$ cat src/packed10_pixel_unpack_crop_top_assert.svh
// Assertion macros shared by the packed ten-bit unpacker RTL.
// No dependencies; the modules that check their own logic include this file.
`ifndef PACKED10_PIXEL_UNPACK_CROP_TOP_ASSERT_SVH
`define PACKED10_PIXEL_UNPACK_CROP_TOP_ASSERT_SVH

// Condition must hold at every clock edge outside reset.
`define PUP_ASSERT_ALWAYS(label, clk, rst_n, cond) \
    label: assert property (@(posedge clk) disable iff (!(rst_n)) (cond)) \
        else $error("pup assertion failed");

// Consequent must hold in the same cycle as the antecedent.
`define PUP_ASSERT_IMPLY(label, clk, rst_n, ante, cons) \
    label: assert property (@(posedge clk) disable iff (!(rst_n)) (ante) |-> (cons)) \
        else $error("pup assertion failed");

// Consequent must hold in the cycle after the antecedent.
`define PUP_ASSERT_NEXT(label, clk, rst_n, ante, cons) \
    label: assert property (@(posedge clk) disable iff (!(rst_n)) (ante) |=> (cons)) \
        else $error("pup assertion failed");

`endif

$ cat src/pup_pkg.sv
// Shared types, constants and the intensity mapping for the packed ten-bit unpacker.
// No dependencies; the RTL files refer to it by scoped names and the testbench imports it.
`timescale 1ns / 1ps

package pup_pkg;

    // Default geometry limits
    localparam int unsigned MAX_WIDTH_DEF  = 4096;
    localparam int unsigned MAX_HEIGHT_DEF = 4096;

    // Field widths
    localparam int unsigned BYTE_W     = 8;
    localparam int unsigned RAW_W      = 10;
    localparam int unsigned PIXEL_W    = 8;
    localparam int unsigned CFG_DATA_W = 13;
    localparam int unsigned CFG_IDX_W  = 3;
    localparam int unsigned SIZE_W     = 13;
    localparam int unsigned BEGIN_W    = 12;
    localparam int unsigned PHASE_W    = 3;
    localparam int unsigned M_TDATA_W  = 24;

    // Group layout: five bytes carry four pixels
    localparam logic [PHASE_W-1:0] PHASE_LAST = 3'd4;

    // Queue between front and back
    localparam int unsigned QUEUE_DEPTH = 4;

    // Knees of the intensity curve
    localparam logic [RAW_W-1:0] LUT_KNEE_LO = 10'd342;
    localparam logic [RAW_W-1:0] LUT_KNEE_HI = 10'd683;

    // Configuration register indexes
    typedef enum logic [CFG_IDX_W-1:0] {
        CFG_IMAGE_WIDTH = 3'd0,
        CFG_WIN_X_BEGIN = 3'd1,
        CFG_WIN_WIDTH   = 3'd2,
        CFG_WIN_Y_BEGIN = 3'd3,
        CFG_WIN_HEIGHT  = 3'd4
    } cfg_index_t;

    // Configuration register file
    typedef struct packed {
        logic [SIZE_W-1:0]  image_width;
        logic [BEGIN_W-1:0] win_x_begin;
        logic [SIZE_W-1:0]  win_width;
        logic [BEGIN_W-1:0] win_y_begin;
        logic [SIZE_W-1:0]  win_height;
    } pup_cfg_t;

    // One windowed pixel on its way to the back end
    typedef struct packed {
        logic [RAW_W-1:0] raw_value;
        logic             window_last;
    } pup_item_t;

    // One result as presented on the master side
    typedef struct packed {
        logic [PIXEL_W-1:0] pixel;
        logic [RAW_W-1:0]   raw_value;
        logic               window_last;
    } pup_result_t;

    // Ten-bit raw to eight-bit intensity: three linear pieces
    function automatic logic [PIXEL_W-1:0] intensity_lut(input logic [RAW_W-1:0] raw);
        logic [RAW_W:0] t;
        if (raw <= LUT_KNEE_LO) begin
            t = {1'b0, raw} + 11'd1;
        end else if (raw <= LUT_KNEE_HI) begin
            t = {1'b0, raw};
        end else begin
            t = {1'b0, raw} - 11'd1;
        end
        return t[RAW_W-1:2];
    endfunction

endpackage

$ cat src/packed10_pixel_unpack_crop_top.sv
// Top level of the packed ten-bit pixel unpacker with crop window.
// Depends on pup_pkg, pup_front, pup_queue and pup_back.
`timescale 1ns / 1ps

// Usage:
//   s_ channel: one packed byte per beat, s_tuser high on the first byte of a
//   frame. Every five bytes carry four ten-bit pixels, MSB first; each byte after
//   the first of a group completes one pixel.
//   m_ channel: one beat per pixel inside the crop window, carrying the 8-bit
//   intensity, the raw value, and m_tlast on the window's last pixel.
//   cfg_ channel: register writes (index, data), always ready; write only while
//   the stream is idle.
// Path: a pixel is written into the queue at the edge that accepts its byte,
// then moves into the output register once that register is empty or being
// taken, which raises m_tvalid.
// Throughput: one byte per cycle while s_tready is high, set by the combinational
// unpack and window test in the front end; the back end drains one result per cycle while m_tready is high.
// Stall: while m_tready is low the four-entry queue fills, then s_tready drops
// until the back end frees an entry.
// Reset: counters, group phase and byte history clear, registers take
// width 1024, window at origin 1024 by 1024; queue and output empty.
module packed10_pixel_unpack_crop_top #(
    parameter int unsigned MAX_WIDTH  = pup_pkg::MAX_WIDTH_DEF,
    parameter int unsigned MAX_HEIGHT = pup_pkg::MAX_HEIGHT_DEF
) (
    input  logic                            aclk,
    input  logic                            aresetn,
    input  logic                            cfg_valid,
    output logic                            cfg_ready,
    input  logic [pup_pkg::CFG_IDX_W-1:0]   cfg_index,
    input  logic [pup_pkg::CFG_DATA_W-1:0]  cfg_data,
    input  logic                            s_tvalid,
    output logic                            s_tready,
    input  logic [pup_pkg::BYTE_W-1:0]      s_tdata,   // [7:0] packed_byte
    input  logic                            s_tuser,   // [0] frame_start
    output logic                            m_tvalid,
    input  logic                            m_tready,
    output logic [pup_pkg::M_TDATA_W-1:0]   m_tdata,   // [7:0] pixel, [17:8] raw_value
    output logic                            m_tlast    // window_last
);

    logic               q_full, q_push, q_empty, q_pop;
    pup_pkg::pup_item_t q_in, q_head;

    pup_front #(
        .MAX_WIDTH  (MAX_WIDTH),
        .MAX_HEIGHT (MAX_HEIGHT)
    ) u_front (
        .aclk      (aclk),
        .aresetn   (aresetn),
        .cfg_valid (cfg_valid),
        .cfg_ready (cfg_ready),
        .cfg_index (cfg_index),
        .cfg_data  (cfg_data),
        .s_tvalid  (s_tvalid),
        .s_tready  (s_tready),
        .s_tdata   (s_tdata),
        .s_tuser   (s_tuser),
        .q_full    (q_full),
        .q_push    (q_push),
        .q_item    (q_in)
    );

    pup_queue u_queue (
        .aclk      (aclk),
        .aresetn   (aresetn),
        .push      (q_push),
        .push_item (q_in),
        .full      (q_full),
        .pop       (q_pop),
        .empty     (q_empty),
        .head_item (q_head)
    );

    pup_back u_back (
        .aclk     (aclk),
        .aresetn  (aresetn),
        .q_empty  (q_empty),
        .q_head   (q_head),
        .q_pop    (q_pop),
        .m_tvalid (m_tvalid),
        .m_tready (m_tready),
        .m_tdata  (m_tdata),
        .m_tlast  (m_tlast)
    );

endmodule

$ cat src/pup_front.sv
// Front end: config registers, byte unpacking, raster counters and window test.
// Depends on pup_pkg and the assertion macro header.
`timescale 1ns / 1ps
`include "packed10_pixel_unpack_crop_top_assert.svh"

module pup_front #(
    parameter int unsigned MAX_WIDTH  = pup_pkg::MAX_WIDTH_DEF,
    parameter int unsigned MAX_HEIGHT = pup_pkg::MAX_HEIGHT_DEF
) (
    input  logic                              aclk,
    input  logic                              aresetn,
    // configuration write channel
    input  logic                              cfg_valid,
    output logic                              cfg_ready,
    input  logic [pup_pkg::CFG_IDX_W-1:0]     cfg_index,
    input  logic [pup_pkg::CFG_DATA_W-1:0]    cfg_data,
    // byte stream in
    input  logic                              s_tvalid,
    output logic                              s_tready,
    input  logic [pup_pkg::BYTE_W-1:0]        s_tdata,
    input  logic                              s_tuser,
    // queue write side
    input  logic                              q_full,
    output logic                              q_push,
    output pup_pkg::pup_item_t                q_item
);

    localparam int unsigned CW   = (MAX_WIDTH > 1) ? $clog2(MAX_WIDTH) : 1;
    localparam int unsigned RW   = (MAX_HEIGHT > 1) ? $clog2(MAX_HEIGHT) : 1;
    localparam int unsigned MW0  = (CW > RW) ? CW : RW;
    localparam int unsigned MW1  = (MW0 > pup_pkg::SIZE_W) ? MW0 : pup_pkg::SIZE_W;
    localparam int unsigned CMPW = MW1 + 2;
    localparam logic [CMPW-1:0] MAXW_C = CMPW'(MAX_WIDTH);
    localparam logic [CMPW-1:0] MAXH_C = CMPW'(MAX_HEIGHT);
    localparam logic [CMPW-1:0] ONE_C  = CMPW'(1);

    pup_pkg::pup_cfg_t             cfg_reg, cfg_next;
    logic [pup_pkg::BYTE_W-1:0]    prev_reg, prev_next;
    logic [pup_pkg::PHASE_W-1:0]   phase_reg, phase_next;
    logic [CW-1:0]                 col_reg, col_next;
    logic [RW-1:0]                 row_reg, row_next;

    logic                          accept;
    logic [pup_pkg::PHASE_W-1:0]   phase_eff;
    logic [CW-1:0]                 col_eff;
    logic [RW-1:0]                 row_eff;
    logic [2*pup_pkg::BYTE_W-1:0]  pair;
    logic [pup_pkg::RAW_W-1:0]     raw;
    logic                          have;
    logic [CMPW-1:0]               col_w, row_w, xb_w, yb_w, ww_w, wh_w, iw_w, width_eff;
    logic [CMPW-1:0]               dx, dy;
    logic                          in_win, last;

    assign cfg_ready = 1'b1;
    assign s_tready  = !q_full;
    assign accept    = s_tvalid && s_tready;

    // Write config registers; unknown indexes are dropped
    always_comb begin
        cfg_next = cfg_reg;
        if (cfg_valid) begin
            unique case (cfg_index)
                pup_pkg::CFG_IMAGE_WIDTH: cfg_next.image_width = cfg_data;
                pup_pkg::CFG_WIN_X_BEGIN: cfg_next.win_x_begin = cfg_data[pup_pkg::BEGIN_W-1:0];
                pup_pkg::CFG_WIN_WIDTH:   cfg_next.win_width   = cfg_data;
                pup_pkg::CFG_WIN_Y_BEGIN: cfg_next.win_y_begin = cfg_data[pup_pkg::BEGIN_W-1:0];
                pup_pkg::CFG_WIN_HEIGHT:  cfg_next.win_height  = cfg_data;
                default: ;
            endcase
        end
    end

    // Frame start clears phase and counters ahead of this beat
    assign phase_eff = s_tuser ? '0 : phase_reg;
    assign col_eff   = s_tuser ? '0 : col_reg;
    assign row_eff   = s_tuser ? '0 : row_reg;

    // Extract the pixel completed by this byte, MSB first
    assign pair = {prev_reg, s_tdata};
    always_comb begin
        have = 1'b1;
        unique case (phase_eff)
            3'd1:    raw = pair[15:6];
            3'd2:    raw = pair[13:4];
            3'd3:    raw = pair[11:2];
            3'd4:    raw = pair[9:0];
            default: begin
                raw  = '0;
                have = 1'b0;
            end
        endcase
    end

    // Window test on widened operands
    assign col_w = CMPW'(col_eff);
    assign row_w = CMPW'(row_eff);
    assign xb_w  = CMPW'(cfg_reg.win_x_begin);
    assign yb_w  = CMPW'(cfg_reg.win_y_begin);
    assign ww_w  = CMPW'(cfg_reg.win_width);
    assign wh_w  = CMPW'(cfg_reg.win_height);
    assign iw_w  = CMPW'(cfg_reg.image_width);
    assign dx    = col_w - xb_w;
    assign dy    = row_w - yb_w;
    assign in_win = (col_w >= xb_w) && (dx < ww_w) && (row_w >= yb_w) && (dy < wh_w);
    assign last   = in_win && (dx + ONE_C == ww_w) && (dy + ONE_C == wh_w);

    // Zero or oversized width falls back to the maximum
    assign width_eff = ((iw_w == '0) || (iw_w > MAXW_C)) ? MAXW_C : iw_w;

    // Advance phase, byte history and raster counters
    always_comb begin
        prev_next  = prev_reg;
        phase_next = phase_reg;
        col_next   = col_reg;
        row_next   = row_reg;
        if (accept) begin
            prev_next  = s_tdata;
            phase_next = (phase_eff >= pup_pkg::PHASE_LAST) ? '0 : phase_eff + 3'd1;
            col_next   = col_eff;
            row_next   = row_eff;
            if (have) begin
                if (col_w + ONE_C >= width_eff) begin
                    col_next = '0;
                    row_next = (row_w + ONE_C >= MAXH_C) ? '0 : RW'(row_w + ONE_C);
                end else begin
                    col_next = CW'(col_w + ONE_C);
                end
            end
        end
    end

    assign q_push             = accept && have && in_win;
    assign q_item.raw_value   = raw;
    assign q_item.window_last = last;

    always_ff @(posedge aclk) begin
        if (!aresetn) begin
            cfg_reg.image_width <= pup_pkg::SIZE_W'(1024);
            cfg_reg.win_x_begin <= '0;
            cfg_reg.win_width   <= pup_pkg::SIZE_W'(1024);
            cfg_reg.win_y_begin <= '0;
            cfg_reg.win_height  <= pup_pkg::SIZE_W'(1024);
            prev_reg            <= '0;
            phase_reg           <= '0;
            col_reg             <= '0;
            row_reg             <= '0;
        end else begin
            cfg_reg   <= cfg_next;
            prev_reg  <= prev_next;
            phase_reg <= phase_next;
            col_reg   <= col_next;
            row_reg   <= row_next;
        end
    end

    `PUP_ASSERT_ALWAYS(a_phase_range, aclk, aresetn, phase_reg <= pup_pkg::PHASE_LAST)
    `PUP_ASSERT_NEXT(a_frame_start_clear, aclk, aresetn, accept && s_tuser,
        phase_reg == 3'd1 && col_reg == '0 && row_reg == '0)
    `PUP_ASSERT_IMPLY(a_push_needs_room, aclk, aresetn, q_push, !q_full && phase_eff != '0)

endmodule

$ cat src/pup_queue.sv
// Short flip-flop queue that decouples the unpacking front from the output back end.
// Depends on pup_pkg and the assertion macro header.
`timescale 1ns / 1ps
`include "packed10_pixel_unpack_crop_top_assert.svh"

module pup_queue (
    input  logic               aclk,
    input  logic               aresetn,
    input  logic               push,
    input  pup_pkg::pup_item_t push_item,
    output logic               full,
    input  logic               pop,
    output logic               empty,
    output pup_pkg::pup_item_t head_item
);

    localparam int unsigned DEPTH = pup_pkg::QUEUE_DEPTH;
    localparam int unsigned PW    = (DEPTH > 1) ? $clog2(DEPTH) : 1;
    localparam int unsigned NW    = $clog2(DEPTH + 1);
    localparam logic [PW-1:0] PTR_LAST = PW'(DEPTH - 1);
    localparam logic [NW-1:0] COUNT_FULL = NW'(DEPTH);

    pup_pkg::pup_item_t store_reg [DEPTH];
    logic [PW-1:0] wr_reg, wr_next, rd_reg, rd_next;
    logic [NW-1:0] count_reg, count_next;

    assign full      = (count_reg == COUNT_FULL);
    assign empty     = (count_reg == '0);
    assign head_item = store_reg[rd_reg];

    // Advance pointers and occupancy
    always_comb begin
        wr_next    = wr_reg;
        rd_next    = rd_reg;
        count_next = count_reg;
        if (push) begin
            wr_next = (wr_reg == PTR_LAST) ? '0 : wr_reg + PW'(1);
        end
        if (pop) begin
            rd_next = (rd_reg == PTR_LAST) ? '0 : rd_reg + PW'(1);
        end
        if (push && !pop) begin
            count_next = count_reg + NW'(1);
        end else if (pop && !push) begin
            count_next = count_reg - NW'(1);
        end
    end

    always_ff @(posedge aclk) begin
        if (!aresetn) begin
            wr_reg    <= '0;
            rd_reg    <= '0;
            count_reg <= '0;
        end else begin
            wr_reg    <= wr_next;
            rd_reg    <= rd_next;
            count_reg <= count_next;
        end
    end

    // Hold payload; no reset needed
    always_ff @(posedge aclk) begin
        if (push) begin
            store_reg[wr_reg] <= push_item;
        end
    end

    `PUP_ASSERT_ALWAYS(a_count_bound, aclk, aresetn, count_reg <= COUNT_FULL)
    `PUP_ASSERT_IMPLY(a_pop_nonempty, aclk, aresetn, pop, count_reg != '0)
    `PUP_ASSERT_NEXT(a_push_grows, aclk, aresetn, push && !pop,
        count_reg == $past(count_reg) + NW'(1))

endmodule

$ cat src/pup_back.sv
// Back end: intensity mapping of queued pixels and the master-side output register.
// Depends on pup_pkg.
`timescale 1ns / 1ps

module pup_back (
    input  logic                           aclk,
    input  logic                           aresetn,
    // queue read side
    input  logic                           q_empty,
    input  pup_pkg::pup_item_t             q_head,
    output logic                           q_pop,
    // result stream out
    output logic                           m_tvalid,
    input  logic                           m_tready,
    output logic [pup_pkg::M_TDATA_W-1:0]  m_tdata,
    output logic                           m_tlast
);

    logic                  valid_reg, valid_next;
    pup_pkg::pup_result_t  out_reg, out_next;
    logic                  load;

    // Refill the output register when it is empty or being taken
    assign load  = !q_empty && (!valid_reg || m_tready);
    assign q_pop = load;

    always_comb begin
        out_next.pixel       = pup_pkg::intensity_lut(q_head.raw_value);
        out_next.raw_value   = q_head.raw_value;
        out_next.window_last = q_head.window_last;
    end

    always_comb begin
        valid_next = valid_reg;
        if (load) begin
            valid_next = 1'b1;
        end else if (m_tready) begin
            valid_next = 1'b0;
        end
    end

    always_ff @(posedge aclk) begin
        if (!aresetn) begin
            valid_reg <= 1'b0;
        end else begin
            valid_reg <= valid_next;
        end
    end

    // Hold payload while stalled
    always_ff @(posedge aclk) begin
        if (load) begin
            out_reg <= out_next;
        end
    end

    assign m_tvalid = valid_reg;
    assign m_tdata  = {{(pup_pkg::M_TDATA_W - pup_pkg::PIXEL_W - pup_pkg::RAW_W){1'b0}},
                       out_reg.raw_value, out_reg.pixel};
    assign m_tlast  = out_reg.window_last;

endmodule

$ cat config.mk
export PLATFORM = sky130hd
export DESIGN_NAME = packed10_pixel_unpack_crop_top
export DESIGN_NICKNAME = d
export VERILOG_FILES = /design/src/pup_pkg.sv /design/src/packed10_pixel_unpack_crop_top.sv /design/src/pup_front.sv /design/src/pup_queue.sv /design/src/pup_back.sv
export VERILOG_INCLUDE_DIRS = /design/src /design/src/src
export SDC_FILE = /design/constraint.sdc
export NUM_CORES = 1
export LEC_CHECK = 0
export ABC_AREA = 0
export ABC_CLOCK_PERIOD_IN_PS = 22100
export BUFFER_PORTS_ARGS = -buffer_cell sky130_fd_sc_hd__buf_2
export CORE_MARGIN = 2
export CORE_UTILIZATION = 65
export DETAILED_ROUTE_END_ITERATION = 8
export PLACE_DENSITY = 0.84
export SYNTH_ARGS = -nofsm -noshare
export SYNTH_HDL_FRONTEND = slang
export SYNTH_SLANG_ARGS = --single-unit
$ cat constraint.sdc
create_clock -name aclk -period 22.1 [get_ports aclk]
set_input_delay 5.525 -clock aclk [delete_from_list [all_inputs] [get_ports aclk]]
set_output_delay 5.525 -clock aclk [all_outputs]
set_load 0.05 [all_outputs]
==> results by group <==
GRT
  • First-pass GRT wire length: 42,700 µm
  • Antenna violations before repair: 0
  • Largest net degree at the start of global routing: 115
  • Gr ovfl total: 0
  • GR Util All Layers: 0.3012
  • Vias in the first global route: 8,379

Drt
  • Avg Vias per Cell: 6.110
  • Drt pass-1 iters: 6
  • Drt wl/cell: 17.68 µm
  • DRC Markers: 0
  • Routed vias: 8,975
  • Final WL: 25,970 µm
  • Initial DRC Count: 874
  • Final ANT Viol Nets: 0

Logic synthesis
  • Async set-or-reset flop fraction in the synthesized netlist: 0
  • Sequential-to-total area share from yosys stat: 0.3711
  • Synth cell count leaders: 204 x nand2_1, 108 x dfxtp_1, 78 x a21boi_0, 78 x ha_1, 75 x inv_1
  • Count leader, synth: nand2_1
  • Ys flop type: dfxtp_1
  • Post-synth top area cell: dfxtp_1
  • Syn avg cell area: 8.983 µm²
  • YS warnings: 0
  • Syn Std Cell Area: 0.01092 mm²
  • Post-synth top area share: 0.1979
  • Post-synth cell types: 80
  • Area contributors post-synth: dfxtp_1 20%, edfxtp_1 17%, ha_1 8.9%, nand2_1 7.0%, a21boi_0 5.4%
  • Post-Synthesis Cells: 1,216
  • Flops & latches, synth: 171
  • Number of synthesized flops with an enable pin: 63

Power
  • Power Density: 88.85 mW/mm²
  • Peak VDD IR: 0.08165 mV
  • Overall Power: 1.053 mW
  • Static leakage: 4.636 nW

Clock network
  • CTS Buf Count: 17
  • Post-CTS Setup Repair Bufs: 0
  • Cts repair resizes: 0
  • CTS Hold Bufs: 0
  • Worst-path clk slew: 0.07 ns
  • Root Driver: clkbuf_16
  • H-tree depth: 4
  • Clock latency on the worst-skew pair: 0.44 ns
  • CTS tree: built
  • Clock buffer depth: 2
  • Clock sinks: 171

Final layout
  • Core Util, Final: 0.7170
  • Layout cells sized above 1: 0.09608
  • Area occupied by multi-input gates: 0.006354 mm²
  • Post-route insts no fill: 1,469
  • Ant. Diodes: 0
  • Nets: 1,347
  • Reg area: 0.004054 mm²
  • Filler cell count: 1,269
  • Max FFs per register: 63
  • Synth-to-Final Area Change: 8.477%

Floorplan
  • Io pins: 58
  • Die area: 0.01786 mm²
  • Die Height: 133.6 µm
  • Initial core utilization: 0.6610
  • Die W: 133.6 µm
  • Core area: 0.01652 mm²
  • Row Count: 47

Worst setup path
  • CP peak stage delay: 0.63 ns
  • FF-to-FF path depth: 20
  • Kind of critical path: input port to register
  • Startpoint types: input port
  • Worst r2r dst: u_queue.count_reg[2]
  • Worst path slowest cell: nor3_1
  • CP Data Arrival Time: 12.36 ns
  • Req. time, crit path: 22.47 ns
  • Crit path cell chain: buf_2, clkinv_1, nand2_1, ha_1, inv_1, fa_1, a21o_1, a221oi_1, o21ai_0, a21oi_1, xnor2_1, ha_1, a211oi_1, a21oi_1, or4_1, nor3_1, ha_1, inv_1, fa_1, xor2_1, or3_1, a21boi_0
  • Worst path most repeated cell: ha_1
  • Kind of end point of the critical path: register
  • Reg2Reg Setup Slack: 15.71 ns
  • RR Startpoint: u_front.col_reg[2]
  • Crit Path Max Fanout: 38

Timing
  • Final period util: 0.5429
  • Final Hold Vio Count: 0
  • Unrepaired setup endpoints after global routing: false
  • Rel. slew slack: 0.3319
  • Time the worst path needs with I/O delays and setup: 12.00 ns
  • Final Hold Slack: 0.4677 ns
  • Worst-margin pin slew: 0.9896 ns
  • Max frequency: 83.35 MHz
  • Finish-stage setup viols: 0
  • Slew Limit Fails: 0
  • Fin Clk Skew: 0.01109 ns
  • Fin Setup TNS: 0 ns

Placed design
  • Gpl congestion: 0.9447
  • Placed insts: 1,437
  • Port Buffer Count: 50
  • Dpl hpwl: 19,240 µm

Min path
  • Worst Hold Path Cells: 2
  • Hold_sp: u_front.cfg_reg[11]
  • Tightest Hold Check Type: register to register
  • Hold Path Sink: u_front.cfg_reg[11]

Outcome
  • Outcome: complete, no violations

Run
  • Max cap viols: 0
==> power breakdown <==
part | switching [mW] | internal [mW]
combinational | 0.235 | 0.124
sequential | 0.0245 | 0.371
clock | 0.146 | 0.153
total | 0.405 | 0.647
==> worst max-delay path, delay by kind of cell <==
family / cells / cell delay [ns]
buf+inv: 4 / 1.13
compound gates: 7 / 1.70
fa+ha+maj: 5 / 1.63
simple gates: 4 / 1.83
xor+xnor: 2 / 0.52
==> cell families (layout without fill, tap and decap cells) <==
| family | count (synthesis) | count (layout) | share of synthesized area |
|---|---|---|---|
| AND/OR/NAND/NOR | 461 | 461 | 0.2072 |
| AO/OA/AOI/OAI | 275 | 275 | 0.1816 |
| flip-flops | 171 | 171 | 0.3711 |
| buffers and inverters | 136 | 164 | 0.04983 |
| adder cells (fa/ha/maj) | 81 | 81 | 0.09485 |
| XOR/XNOR | 69 | 69 | 0.06163 |
| multiplexers | 21 | 21 | 0.03310 |
| other | 2 | 7 | 0.0006875 |
==> cells in the final DEF (no fill, tap or decap), types with 39 or more instances in the layout <==
| master | n |
|---|---|
| nand2_1 | 204 |
| dfxtp_1 | 108 |
| a21boi_0 | 78 |
| ha_1 | 78 |
| inv_1 | 75 |
| edfxtp_1 | 63 |
| nor2_1 | 54 |
| buf_2 | 50 |
| xnor2_1 | 42 |
| nor2b_1 | 39 |
==> metrics by stage <==
stage	setup slack, ns	instance area [µm²]
2_1_floorplan	10.56	10940
3_3_place_gp	9.977	11260
3_5_place_dp	9.818	11260
4_1_cts	10.21	11850
5_1_grt	9.674	11850
6_report	10.10	11850
==> area by class of cell <==
cell class,count,share of cell area
well taps,220,0.02323
clock buffers,17,0.03590
flip-flops and latches,171,0.3421
multi-input cells,914,0.5362
repair buffers,55,0.02429
inverters,77,0.02439
clock inverters,15,0.01383
==> how the worst max path moves through the flow <==
stage	from	end	slack, ns	cells past startpoint
after CTS	s_tuser	u_queue.count_reg[2]	10.21	25
after floorplan	s_tuser	u_queue.count_reg[2]	10.56	25
after detailed placement	s_tuser	u_queue.count_reg[2]	9.82	25
final	s_tuser	u_queue.count_reg[2]	10.10	22
after global placement	s_tuser	u_queue.count_reg[2]	9.98	25
after global routing	s_tuser	u_queue.count_reg[2]	9.67	22
==> routing by layer <==
| layer | vias to the layer above | wire [µm] | part of all wire | GRT usage |
|---|---|---|---|---|
| li1 | 4363 | - | - | - |
| met1 | 4255 | 11410 | 0.44 | 0.4081 |
| met2 | 302 | 12310 | 0.47 | 0.4954 |
| met3 | 55 | 1502 | 0.058 | 0.04452 |
| met4 | 0 | 757 | 0.029 | 0.1064 |
| met5 | - | 0 | 0 | 0 |
Power figures use the tool's default switching activity.
